===== config.mk =====
export PLATFORM = sky130hd
export DESIGN_NAME = number_to_word_tokens_flat
export DESIGN_NICKNAME = d
export VERILOG_FILES = /design/src/rtl/core/nwt_pkg.sv /design/src/rtl/core/nwt_if.sv /design/src/rtl/core/nwt_b2d.sv /design/src/rtl/core/number_to_word_tokens.sv /design/src/flat_wrapper.sv
export SDC_FILE = /design/constraint.sdc
export NUM_CORES = 1
export LEC_CHECK = 0
export BUFFER_PORTS_ARGS = -buffer_cell sky130_fd_sc_hd__buf_4
export CAP_MARGIN = 40
export CORE_MARGIN = 4
export CORE_UTILIZATION = 35
export DETAILED_ROUTE_END_ITERATION = 10
export PLACE_DENSITY = 0.57
export SLEW_MARGIN = 30
export SYNTH_ARGS = -nofsm -noshare
export SYNTH_HDL_FRONTEND = slang
export SYNTH_SLANG_ARGS = --single-unit

===== constraint.sdc =====
create_clock -name clk_i -period 3.9 [get_ports clk_i]
set_input_delay 0.39 -clock clk_i [delete_from_list [all_inputs] [get_ports clk_i]]
set_output_delay 0.39 -clock clk_i [all_outputs]
set_load 0.005 [all_outputs]

===== src/rtl/core/nwt_pkg.sv =====
package nwt_pkg;

  localparam int unsigned VALUE_BITS_DEF = 40;
  localparam int unsigned CONV_BITS      = 40;
  localparam int unsigned NUM_DIGITS     = 12;
  localparam int unsigned DIGIT_BITS     = 4;
  localparam int unsigned CONV_PER_STEP  = 4;
  localparam int unsigned CONV_STEPS     = CONV_BITS / CONV_PER_STEP;
  localparam int unsigned WORD_BITS      = 6;

  localparam logic [CONV_BITS-1:0] LIMIT = 40'd1_000_000_000_000;

  localparam logic [WORD_BITS-1:0] TOK_EMPTY     = 6'd0;
  localparam logic [WORD_BITS-1:0] TOK_TEEN_BASE = 6'd10;
  localparam logic [WORD_BITS-1:0] TOK_TENS_BASE = 6'd18;
  localparam logic [WORD_BITS-1:0] TOK_HUNDRED   = 6'd28;
  localparam logic [WORD_BITS-1:0] TOK_THOUSAND  = 6'd29;
  localparam logic [WORD_BITS-1:0] TOK_MILLION   = 6'd30;
  localparam logic [WORD_BITS-1:0] TOK_BILLION   = 6'd31;
  localparam logic [WORD_BITS-1:0] TOK_ERROR     = 6'd32;

  typedef logic [NUM_DIGITS-1:0][DIGIT_BITS-1:0] digits_t;

  typedef enum logic [1:0] {
    S_IDLE,
    S_CONV,
    S_EMIT,
    S_ONE
  } state_e;

  typedef enum logic [2:0] {
    P_HDIG,
    P_HUND,
    P_TENS,
    P_ONES,
    P_SCALE
  } phase_e;

endpackage


===== src/rtl/core/nwt_if.sv =====
interface nwt_in_if #(
  parameter int unsigned VALUE_BITS = nwt_pkg::VALUE_BITS_DEF
);
  logic                  valid;
  logic                  ready;
  logic [VALUE_BITS-1:0] value;

  modport source (output valid, output value, input ready);
  modport sink   (input valid, input value, output ready);
endinterface

interface nwt_out_if;
  logic                           valid;
  logic                           ready;
  logic [nwt_pkg::WORD_BITS-1:0] word;
  logic                           last;

  modport source (output valid, output word, output last, input ready);
  modport sink   (input valid, input word, input last, output ready);
endinterface


===== src/rtl/core/nwt_b2d.sv =====
module nwt_b2d (
  input  logic                          clk_i,
  input  logic                          rst_ni,
  input  logic                          start_i,
  input  logic [nwt_pkg::CONV_BITS-1:0] bin_i,
  output logic                          done_o,
  output nwt_pkg::digits_t              digits_o
);
  import nwt_pkg::*;

  localparam int unsigned CNT_W  = $clog2(CONV_STEPS);
  localparam int unsigned BCD_W  = NUM_DIGITS * DIGIT_BITS;

  logic [CONV_BITS-1:0] bin_q, bin_d;
  logic [BCD_W-1:0]     bcd_q, bcd_d;
  logic [CNT_W-1:0]     cnt_q, cnt_d;
  logic                 run_q, run_d;
  logic                 done_q, done_d;

  function automatic logic [BCD_W-1:0] dabble(input logic [BCD_W-1:0] bcd, input logic b);
    logic [BCD_W-1:0]      adj;
    logic [DIGIT_BITS-1:0] dig;
    adj = bcd;
    for (int k = 0; k < NUM_DIGITS; k++) begin
      dig = bcd[k*DIGIT_BITS +: DIGIT_BITS];
      if (dig >= 4'd5) begin
        adj[k*DIGIT_BITS +: DIGIT_BITS] = dig + 4'd3;
      end
    end
    return {adj[BCD_W-2:0], b};
  endfunction

  always_comb begin
    bin_d  = bin_q;
    bcd_d  = bcd_q;
    cnt_d  = cnt_q;
    run_d  = run_q;
    done_d = 1'b0;
    if (start_i) begin
      bin_d = bin_i;
      bcd_d = '0;
      cnt_d = '0;
      run_d = 1'b1;
    end else if (run_q) begin
      for (int s = 0; s < CONV_PER_STEP; s++) begin
        bcd_d = dabble(bcd_d, bin_d[CONV_BITS-1]);
        bin_d = {bin_d[CONV_BITS-2:0], 1'b0};
      end
      cnt_d = cnt_q + 1'b1;
      if (cnt_q == CNT_W'(CONV_STEPS - 1)) begin
        run_d  = 1'b0;
        done_d = 1'b1;
      end
    end
  end

  always_ff @(posedge clk_i or negedge rst_ni) begin
    if (!rst_ni) begin
      cnt_q  <= '0;
      run_q  <= 1'b0;
      done_q <= 1'b0;
    end else begin
      cnt_q  <= cnt_d;
      run_q  <= run_d;
      done_q <= done_d;
    end
  end

  always_ff @(posedge clk_i) begin
    bin_q <= bin_d;
    bcd_q <= bcd_d;
  end

  assign done_o   = done_q;
  assign digits_o = digits_t'(bcd_q);

endmodule


===== src/rtl/core/number_to_word_tokens.sv =====
// Spells an unsigned number as English word tokens, one token per output transfer, with
// last set on the final token. A nonzero number below 10^12 is first turned into twelve
// decimal digits by a double-dabble unit that takes four bits per cycle, then a
// sequencer walks the billion, million, thousand and unit groups through five token
// slots each (hundreds digit, hundred, tens or teen, ones, scale word) at one slot per
// cycle unless a stalled output holds back a slot with a token, also stepping through
// slots with no token, and stops once the final token is in the output register. Zero
// gives one empty token and 10^12 or more one error token. The input is not ready while
// a number is in progress; the next number is taken once its final token sits in the
// output register.
module number_to_word_tokens #(
  parameter int unsigned VALUE_BITS = nwt_pkg::VALUE_BITS_DEF
) (
  input  logic      clk_i,
  input  logic      rst_ni,
  nwt_in_if.sink    in_i,
  nwt_out_if.source out_o
);
  import nwt_pkg::*;

  state_e state_q, state_d;
  phase_e phase_q, phase_d;
  logic [1:0] group_q, group_d;
  logic one_err_q, one_err_d;

  logic                 out_valid_q, out_valid_d;
  logic [WORD_BITS-1:0] out_word_q, out_word_d;
  logic                 out_last_q, out_last_d;

  logic [VALUE_BITS-1:0] in_value;
  logic                  in_fire, in_err, in_zero, high_set;
  logic                  conv_start, conv_done;
  digits_t               digits;

  logic [DIGIT_BITS-1:0] dh, dt;
  logic [DIGIT_BITS-1:0] d_ones;
  logic [3:0]            gnz;
  logic [4:0]            ex;
  logic                  more_grp, more_in, tok_ex, tok_last, slot_free;
  logic [WORD_BITS-1:0]  tok_word;

  assign in_value = in_i.value;
  assign in_fire  = in_i.valid && in_i.ready;

  if (VALUE_BITS > CONV_BITS) begin : g_high
    assign high_set = |in_value[VALUE_BITS-1:CONV_BITS];
  end else begin : g_nohigh
    assign high_set = 1'b0;
  end

  assign in_err     = high_set || (in_value[CONV_BITS-1:0] >= LIMIT);
  assign in_zero    = (in_value[CONV_BITS-1:0] == '0) && !high_set;
  assign conv_start = in_fire && !in_err && !in_zero;

  nwt_b2d u_b2d (
    .clk_i    (clk_i),
    .rst_ni   (rst_ni),
    .start_i  (conv_start),
    .bin_i    (in_value[CONV_BITS-1:0]),
    .done_o   (conv_done),
    .digits_o (digits)
  );

  always_comb begin
    for (int i = 0; i < 4; i++) begin
      gnz[i] = (digits[(3-i)*3+2] != '0) || (digits[(3-i)*3+1] != '0) ||
               (digits[(3-i)*3] != '0);
    end
  end

  always_comb begin
    dh = digits[11]; dt = digits[10]; d_ones = digits[9]; more_grp = |gnz[3:1];
    case (group_q)
      2'd0: begin
        dh = digits[11]; dt = digits[10]; d_ones = digits[9]; more_grp = |gnz[3:1];
      end
      2'd1: begin
        dh = digits[8]; dt = digits[7]; d_ones = digits[6]; more_grp = |gnz[3:2];
      end
      2'd2: begin
        dh = digits[5]; dt = digits[4]; d_ones = digits[3]; more_grp = gnz[3];
      end
      default: begin
        dh = digits[2]; dt = digits[1]; d_ones = digits[0]; more_grp = 1'b0;
      end
    endcase
  end

  always_comb begin
    ex[0] = dh != '0;
    ex[1] = dh != '0;
    ex[2] = dt != '0;
    ex[3] = (dt != 4'd1) && (d_ones != '0);
    ex[4] = gnz[group_q] && (group_q != 2'd3);
  end

  always_comb begin
    tok_ex   = 1'b0;
    more_in  = 1'b0;
    tok_word = TOK_EMPTY;
    case (phase_q)
      P_HDIG: begin
        tok_ex = ex[0]; more_in = |ex[4:1]; tok_word = WORD_BITS'(dh);
      end
      P_HUND: begin
        tok_ex = ex[1]; more_in = |ex[4:2]; tok_word = TOK_HUNDRED;
      end
      P_TENS: begin
        tok_ex  = ex[2];
        more_in = |ex[4:3];
        tok_word = (dt == 4'd1) ? TOK_TEEN_BASE + WORD_BITS'(d_ones)
                                : TOK_TENS_BASE + WORD_BITS'(dt);
      end
      P_ONES: begin
        tok_ex = ex[3]; more_in = ex[4]; tok_word = WORD_BITS'(d_ones);
      end
      P_SCALE: begin
        tok_ex = ex[4]; more_in = 1'b0; tok_word = TOK_BILLION - WORD_BITS'(group_q);
      end
      default: begin
        tok_ex = 1'b0; more_in = 1'b0; tok_word = TOK_EMPTY;
      end
    endcase
  end

  assign tok_last  = !(more_in || more_grp);
  assign slot_free = !out_valid_q || out_o.ready;

  always_comb begin
    state_d = state_q;
    unique case (state_q)
      S_IDLE: begin
        if (in_fire) begin
          state_d = (in_err || in_zero) ? S_ONE : S_CONV;
        end
      end
      S_CONV: begin
        if (conv_done) begin
          state_d = S_EMIT;
        end
      end
      S_EMIT: begin
        if (tok_ex && slot_free && tok_last) begin
          state_d = S_IDLE;
        end
      end
      S_ONE: begin
        if (slot_free) begin
          state_d = S_IDLE;
        end
      end
      default: state_d = S_IDLE;
    endcase
  end

  always_comb begin
    group_d     = group_q;
    phase_d     = phase_q;
    one_err_d   = one_err_q;
    out_valid_d = out_valid_q && !out_o.ready;
    out_word_d  = out_word_q;
    out_last_d  = out_last_q;
    unique case (state_q)
      S_IDLE: begin
        one_err_d = in_err;
        group_d   = 2'd0;
        phase_d   = P_HDIG;
      end
      S_CONV: begin
        group_d = 2'd0;
        phase_d = P_HDIG;
      end
      S_EMIT: begin
        if (tok_ex && slot_free) begin
          out_valid_d = 1'b1;
          out_word_d  = tok_word;
          out_last_d  = tok_last;
        end
        if (!tok_ex || slot_free) begin
          if (phase_q == P_SCALE) begin
            phase_d = P_HDIG;
            group_d = group_q + 2'd1;
          end else begin
            phase_d = phase_e'(phase_q + 3'd1);
          end
        end
      end
      S_ONE: begin
        if (slot_free) begin
          out_valid_d = 1'b1;
          out_word_d  = one_err_q ? TOK_ERROR : TOK_EMPTY;
          out_last_d  = 1'b1;
        end
      end
      default: begin
        group_d = 2'd0;
        phase_d = P_HDIG;
      end
    endcase
  end

  always_ff @(posedge clk_i or negedge rst_ni) begin
    if (!rst_ni) begin
      state_q     <= S_IDLE;
      phase_q     <= P_HDIG;
      group_q     <= 2'd0;
      out_valid_q <= 1'b0;
    end else begin
      state_q     <= state_d;
      phase_q     <= phase_d;
      group_q     <= group_d;
      out_valid_q <= out_valid_d;
    end
  end

  always_ff @(posedge clk_i) begin
    one_err_q  <= one_err_d;
    out_word_q <= out_word_d;
    out_last_q <= out_last_d;
  end

  assign in_i.ready  = (state_q == S_IDLE);
  assign out_o.valid = out_valid_q;
  assign out_o.word  = out_word_q;
  assign out_o.last  = out_last_q;

endmodule


===== src/flat_wrapper.sv =====
// flat-port wrapper written by rule: the top's interface ports become plain ports
module number_to_word_tokens_flat import nwt_pkg::*;
#(
  parameter int unsigned VALUE_BITS = nwt_pkg::VALUE_BITS_DEF
)
  (clk_i, rst_ni, in_i_valid, in_i_value, in_i_ready, out_o_valid, out_o_word, out_o_last, out_o_ready);
  nwt_in_if #(.VALUE_BITS(VALUE_BITS)) in_i_i ();
  nwt_out_if out_o_i ();
  input  logic clk_i;
  input  logic rst_ni;
  input wire logic [$bits(in_i_i.valid)-1:0] in_i_valid;
  input wire logic [$bits(in_i_i.value)-1:0] in_i_value;
  output wire logic [$bits(in_i_i.ready)-1:0] in_i_ready;
  output wire logic [$bits(out_o_i.valid)-1:0] out_o_valid;
  output wire logic [$bits(out_o_i.word)-1:0] out_o_word;
  output wire logic [$bits(out_o_i.last)-1:0] out_o_last;
  input wire logic [$bits(out_o_i.ready)-1:0] out_o_ready;
  assign in_i_i.valid = in_i_valid;
  assign in_i_i.value = in_i_value;
  assign in_i_ready = in_i_i.ready;
  assign out_o_valid = out_o_i.valid;
  assign out_o_word = out_o_i.word;
  assign out_o_last = out_o_i.last;
  assign out_o_i.ready = out_o_ready;
  number_to_word_tokens #(.VALUE_BITS(VALUE_BITS)) u_core (.clk_i(clk_i), .rst_ni(rst_ni), .in_i(in_i_i), .out_o(out_o_i));
endmodule

==> metrics, run 1 <==
hold violation count in the final report 0; Critical Path End Type flop; area share of the largest cell type after synthesis 0.127; Initial Util 0.358; Cells after DPL 2001; worst slack, placed -0.00363 ns; Final min period 3.80 ns; FP Rows 65; final worst-path cycle share 0.974; Vias/cell 5.83; CP Data Arrival Time 4.06 ns; critical path's slowest cell a222oi_1; Filler cells 3252; Final Max Tran Viols 0; Min Hold Slack 0.280 ns; syn_area_per_cell 7.48 µm²; Fmax 0.263 GHz; Syn. warnings 0; clock skew 0.0148 ns; CP Buf/Inv Count 1; post-synth cell types 96; die height 188 µm; status completed; post-detailed-route count of antenna-violating nets 0; final cell count without fillers 2025; global-route wire length before repair 54.4 mm; largest net degree at the start of global routing 75; family with the most delay on the worst path compound AO/OA/AOI/OAI gates; PortBufs 52; H-tree depth 3; Worst Hold Class input pin to flop; Critical Path RT 4.16 ns; layout cells sized above 1 0.165; DR DRC count 0; CTS tree done; Routed Wire Length 33.5 mm; vias in the first global route 10700; Max Buffers Root-to-Sink 2; Clock Latency Late Sink 0.38 ns; Num Clock Sinks 110; crit path launch type flop; Ant. Diodes 0; initial antenna violation count 0; GRT Overall Usage 0.179; P&R area growth vs syn 16.3%; synthesized instance count 1522; clock-pin slew on the worst setup and hold paths 0.08 ns; Setup-failing EPs final 0; top-count cell post-synth nand2_1; ranking of synthesized cells by area edfxtp_1 13%, dfxtp_1 8.4%, nand2_1 7.9%; setup ws final 0.0998 ns; Final HPWL DP 24.9 mm; post-synthesis sequential area ratio 0.242; Synth top cells by count 240 x nand2_1, 105 x nor2_1, 97 x o21ai_0; RSZ-0062 raised after global routing true; die area 35500 µm²; Slew HR 0.506; crit path max fanout 13; Post-DP Area 12600 µm²; Die Width 188 µm; top cell type by total area after synthesis edfxtp_1; synthesized flop and latch total 110; 1st-pass router iterations 8; Ports 53; Finished Cell Area 13200 µm²; post-synthesis cell area 11400 µm²; Initial DRC Count 934; critical path's largest stage delay 0.67 ns; GP Congestion 0.884; GRT overflow 0; routed len/inst 16.5 µm; root buffer cell clkbuf_16; TritonCTS buffer count 9; # nets final 1689; CP dominant cell by count nand4_1; via count 11800; Crit Path Category flop to flop; predominant post-synthesis flop cell edfxtp_1; CP Cell Sequence inv_1, ha_1, a222oi_1, nand4_1, o21ai_0, nand4_1, o211ai_1, a32oi_1, a21oi_1, mux2i_1, nor2b_1; Syn Nets 1626; max_cap viols 0; Slew @ Worst Pin 0.741 ns; number of synthesized flops with an enable pin 48; Async SR Flop Fraction 0.127; Core Region 31800 µm²
per-stage QoR:
stage | util | TNS [ns]
2_1_floorplan | - | 0
3_3_place_gp | 0.397 | 0
3_5_place_dp | 0.397 | -0.00363
4_1_cts | 0.407 | 0
5_1_grt | 0.416 | -0.0920
6_report | 0.416 | 0
per-layer routing:
layer	track usage	up-vias	wire length, µm
li1	-	5868	-
met1	0.255	5629	16500
met2	0.288	264	15000
met3	0.0245	47	1210
met4	0.0460	0	716
met5	0	-	0
cell type report:
class | count | area (µm²) | area share
Inverter | 50 | 188 | 0.0142
Clock buffer | 10 | 250 | 0.0189
Sequential cell | 110 | 2760 | 0.209
Multi-Input combinational cell | 1270 | 8300 | 0.628
Clock inverter | 6 | 60.1 | 0.00454
Timing Repair Buffer | 144 | 1120 | 0.0847
Tap cell | 435 | 544 | 0.0411
cell usage in the layout (no fill, tap or decap), drive strengths merged, types with 31 or more instances in the layout:
cell type	instances
nand2	240
ha	60
edfxtp	48
dfxtp	48
mux2i	49
buf	143
a31oi	44
a211oi	31
inv	52
a21oi	84
nor2	105
nand3	46
nor3	54
nand2b	32
o21ai	118
cell families after synthesis:
logic type               count (synthesis)  synth area share
buffers and inverters                  142            0.0496
XOR/XNOR                                18            0.0139
AND/OR/NAND/NOR                        613             0.256
AO/OA/AOI/OAI                          501             0.301
adder cells (fa/ha/maj)                 70            0.0748
flip-flops                             110             0.242
multiplexers                            68            0.0626
timing repair:
item	in CTS	in global routing
setup endpoints to repair	2	44
setup buffers	0	7
gates resized for setup	2	67
endpoints found under the hold margin	14	0
pin swaps	0	6
hold buffers	1	0
flip-flops by register name, summed over array words and instances (netlist names):
name	cells
u_core.u_b2d.run_q	1
u_core.out_o.valid	1
u_core.u_b2d.digits_o	48
u_core.out_o.last	1
u_core.state_q	2
u_core.u_b2d.done_o	1
u_core.phase_q	3
u_core.group_q	2
u_core.u_b2d.cnt_q	4
u_core.one_err_q	1
u_core.u_b2d.bin_q	40
u_core.out_o.word	6
path summary, 6_finish.rpt:
kind,startpoint,endpoint,slack (ns),cells past startpoint
worst max-delay path,u_core.group_q[0],u_core.phase_q[2],0.1,11
worst min register to register,u_core.u_b2d.bin_q[36],u_core.u_b2d.digits_o[0],0.49,2
worst max register to register,u_core.group_q[0],u_core.phase_q[2],0.1,11
max in group asynchronous,rst_ni,u_core.u_b2d.run_q,3.31,2
min in group asynchronous,rst_ni,u_core.u_b2d.cnt_q[0],0.40,2
worst min-delay path,in_i_value[34],u_core.u_b2d.bin_q[34],0.28,3
worst register-to-register path: stages, from the launching register on:
cell and delay [ns]:
dfrtp_1 0.54, inv_1 0.18, ha_1 0.40, a222oi_1 0.67, nand4_1 0.23, o21ai_0 0.44
nand4_1 0.23, o211ai_1 0.16, a32oi_1 0.13, a21oi_1 0.43, mux2i_1 0.24, nor2b_1 0.06
Power of run 1 is not shown: default switching activity piles up to over one toggle a cycle in this logic, so the estimate is an artifact.
==> run 2: changes to the inputs <==
--- a/config.mk
+++ b/config.mk
@@ -8,9 +8,9 @@
 export BUFFER_PORTS_ARGS = -buffer_cell sky130_fd_sc_hd__buf_4
 export CAP_MARGIN = 40
 export CORE_MARGIN = 4
-export CORE_UTILIZATION = 35
+export CORE_UTILIZATION = 55
 export DETAILED_ROUTE_END_ITERATION = 10
-export PLACE_DENSITY = 0.57
+export PLACE_DENSITY = 0.8
 export SLEW_MARGIN = 30
 export SYNTH_ARGS = -nofsm -noshare
 export SYNTH_HDL_FRONTEND = slang
==> run 2 against run 1 <==
Effect of this change:
- the flow now finishes with violations (design-rule violations)
- die area is 35% lower
- largest cell class unchanged
- final cell count is 9.1% lower
- via count is 1.7% higher
- clock-buffer cell count is 1 lower
==> metrics, run 2 (synthesized netlist as in run 1, its figures left out) <==
status finished with violations; failing checks design-rule violations; Final min period 3.85 ns; final cell count without fillers 1840; critical path's largest stage delay 0.76 ns; Routed Wire Length 31.7 mm; commonest non-fill, non-tap cells in the layout 240 x nand2_1, 120 x buf_4, 101 x nor2_1; Critical Path End Type flop; wire length on met3 2.14 mm; Fmax 0.259 GHz; Num Clock Sinks 110; final worst-path cycle share 0.988; family with the most delay on the worst path compound AO/OA/AOI/OAI gates; die area 23100 µm²; Worst Hold Class input pin to flop; worst slack, placed -0.0416 ns; die height 152 µm; Setup-failing EPs final 0; RSZ-0062 raised after global routing true; GRT overflow 0; Final HPWL DP 22.9 mm; Initial Util 0.560; CP Buf/Inv Count 1; setup ws final 0.0452 ns; Ant. Diodes 0; CP Cell Sequence inv_1, ha_1, a222oi_1, nand4_1, o21ai_0, nor2_1, a2111oi_0, o221a_2, o211ai_1, o21a_1; Top Layer Used met4; DR DRC count 1; post-detailed-route count of antenna-violating nets 0; 1st-pass router iterations 11; root buffer cell clkbuf_16; via count 12000; Die Width 152 µm; CTS tree done; CP Data Arrival Time 4.10 ns; GP Congestion 0.956; Vias/cell 6.53; clock skew 0.0151 ns; GRT Overall Usage 0.255; max_cap viols 0; max reg flops 48; P&R area growth vs syn 12.7%; global-route wire length before repair 51.6 mm; initial antenna violation count 0; routed len/inst 17.3 µm; Slew @ Worst Pin 0.791 ns; Initial DRC Count 1106; critical path's slowest cell a2111oi_0; Cells after DPL 1816; Crit Path Category flop to flop; crit path max fanout 13; WL met2 14.8 mm; Max Buffers Root-to-Sink 2; vias in the first global route 10700; Clock Latency Late Sink 0.36 ns; Critical Path RT 4.15 ns; layout cells sized above 1 0.151; TritonCTS buffer count 9; Final Max Tran Viols 0; Core Region 20300 µm²; crit path launch type flop; clock-pin slew on the worst setup and hold paths 0.09 ns; hold violation count in the final report 0; # nets final 1669; largest net degree at the start of global routing 74; Ports 53; met1 wire length 14.0 mm; commonest non-fill, non-tap cell in the layout nand2_1; FP Rows 52; Slew HR 0.459; PortBufs 52; H-tree depth 3
## run 2: cell types whose count changed in the layout (fill, tap and decap cells not counted), sizes merged
cell	change
buf	-20
inv	+1
clkbuf	-1
## run 2: final timing paths
check                                       startpoint  cells past startpoint  slack, ns                  endpoint
worst max-delay path                 u_core.group_q[0]                     10       0.05         u_core.state_q[1]
worst min-delay path                    in_i_value[34]                      3       0.29    u_core.u_b2d.bin_q[34]
worst max register to register       u_core.group_q[0]                     10       0.05         u_core.state_q[1]
worst min register to register  u_core.u_b2d.bin_q[36]                      2       0.49  u_core.u_b2d.digits_o[0]
max in group asynchronous                       rst_ni                      2       3.29        u_core.u_b2d.run_q
min in group asynchronous                       rst_ni                      2       0.42     u_core.u_b2d.cnt_q[1]
## run 2: per-stage QoR
step                      setup TNS (ns)   util  hold WS (ns)  instance area [µm²]
after floorplan                        0      -        0.0944                11400
after global placement                 0  0.603         0.251                12200
after detailed placement         -0.0416  0.603         0.257                12200
after CTS                              0  0.618         0.286                12500
after global routing              -0.518  0.632         0.287                12800
final                                  0  0.632         0.291                12800
## run 2: layout make-up
type,count,area [µm²]
Clock buffer,9,225
Timing Repair Buffer,124,962
Sequential cell,110,2760
Tap cell,270,338
Clock inverter,7,60.1
Multi-Input combinational cell,1270,8280
Inverter,50,188
Fill cell,1768,7480
## run 2: metal layers
layer,up-vias,global-route usage
met5,-,0
met4,0,0.0801
met3,67,0.0338
met2,476,0.417
met1,5634,0.352
li1,5829,-
## run 2: worst register-to-register path, delay by kind of cell (launching register included)
family,cells,cell delay [ns]
adder cells (fa/ha/maj),1,0.38
flip-flops,1,0.50
buffers and inverters,1,0.14
AO/OA/AOI/OAI,6,2.48
AND/OR/NAND/NOR,2,0.25
## run 2: timing repair
| item | in CTS | in global routing |
|---|---|---|
| setup endpoints to repair | 1 | 28 |
| hold endpoints to repair | 14 | 0 |
| pin swaps | 0 | 4 |
| buffers inserted | 0 | 6 |
| hold buffers | 1 | 0 |
| gates resized for setup | 1 | 63 |
Power of run 2 is left out for the same reason.
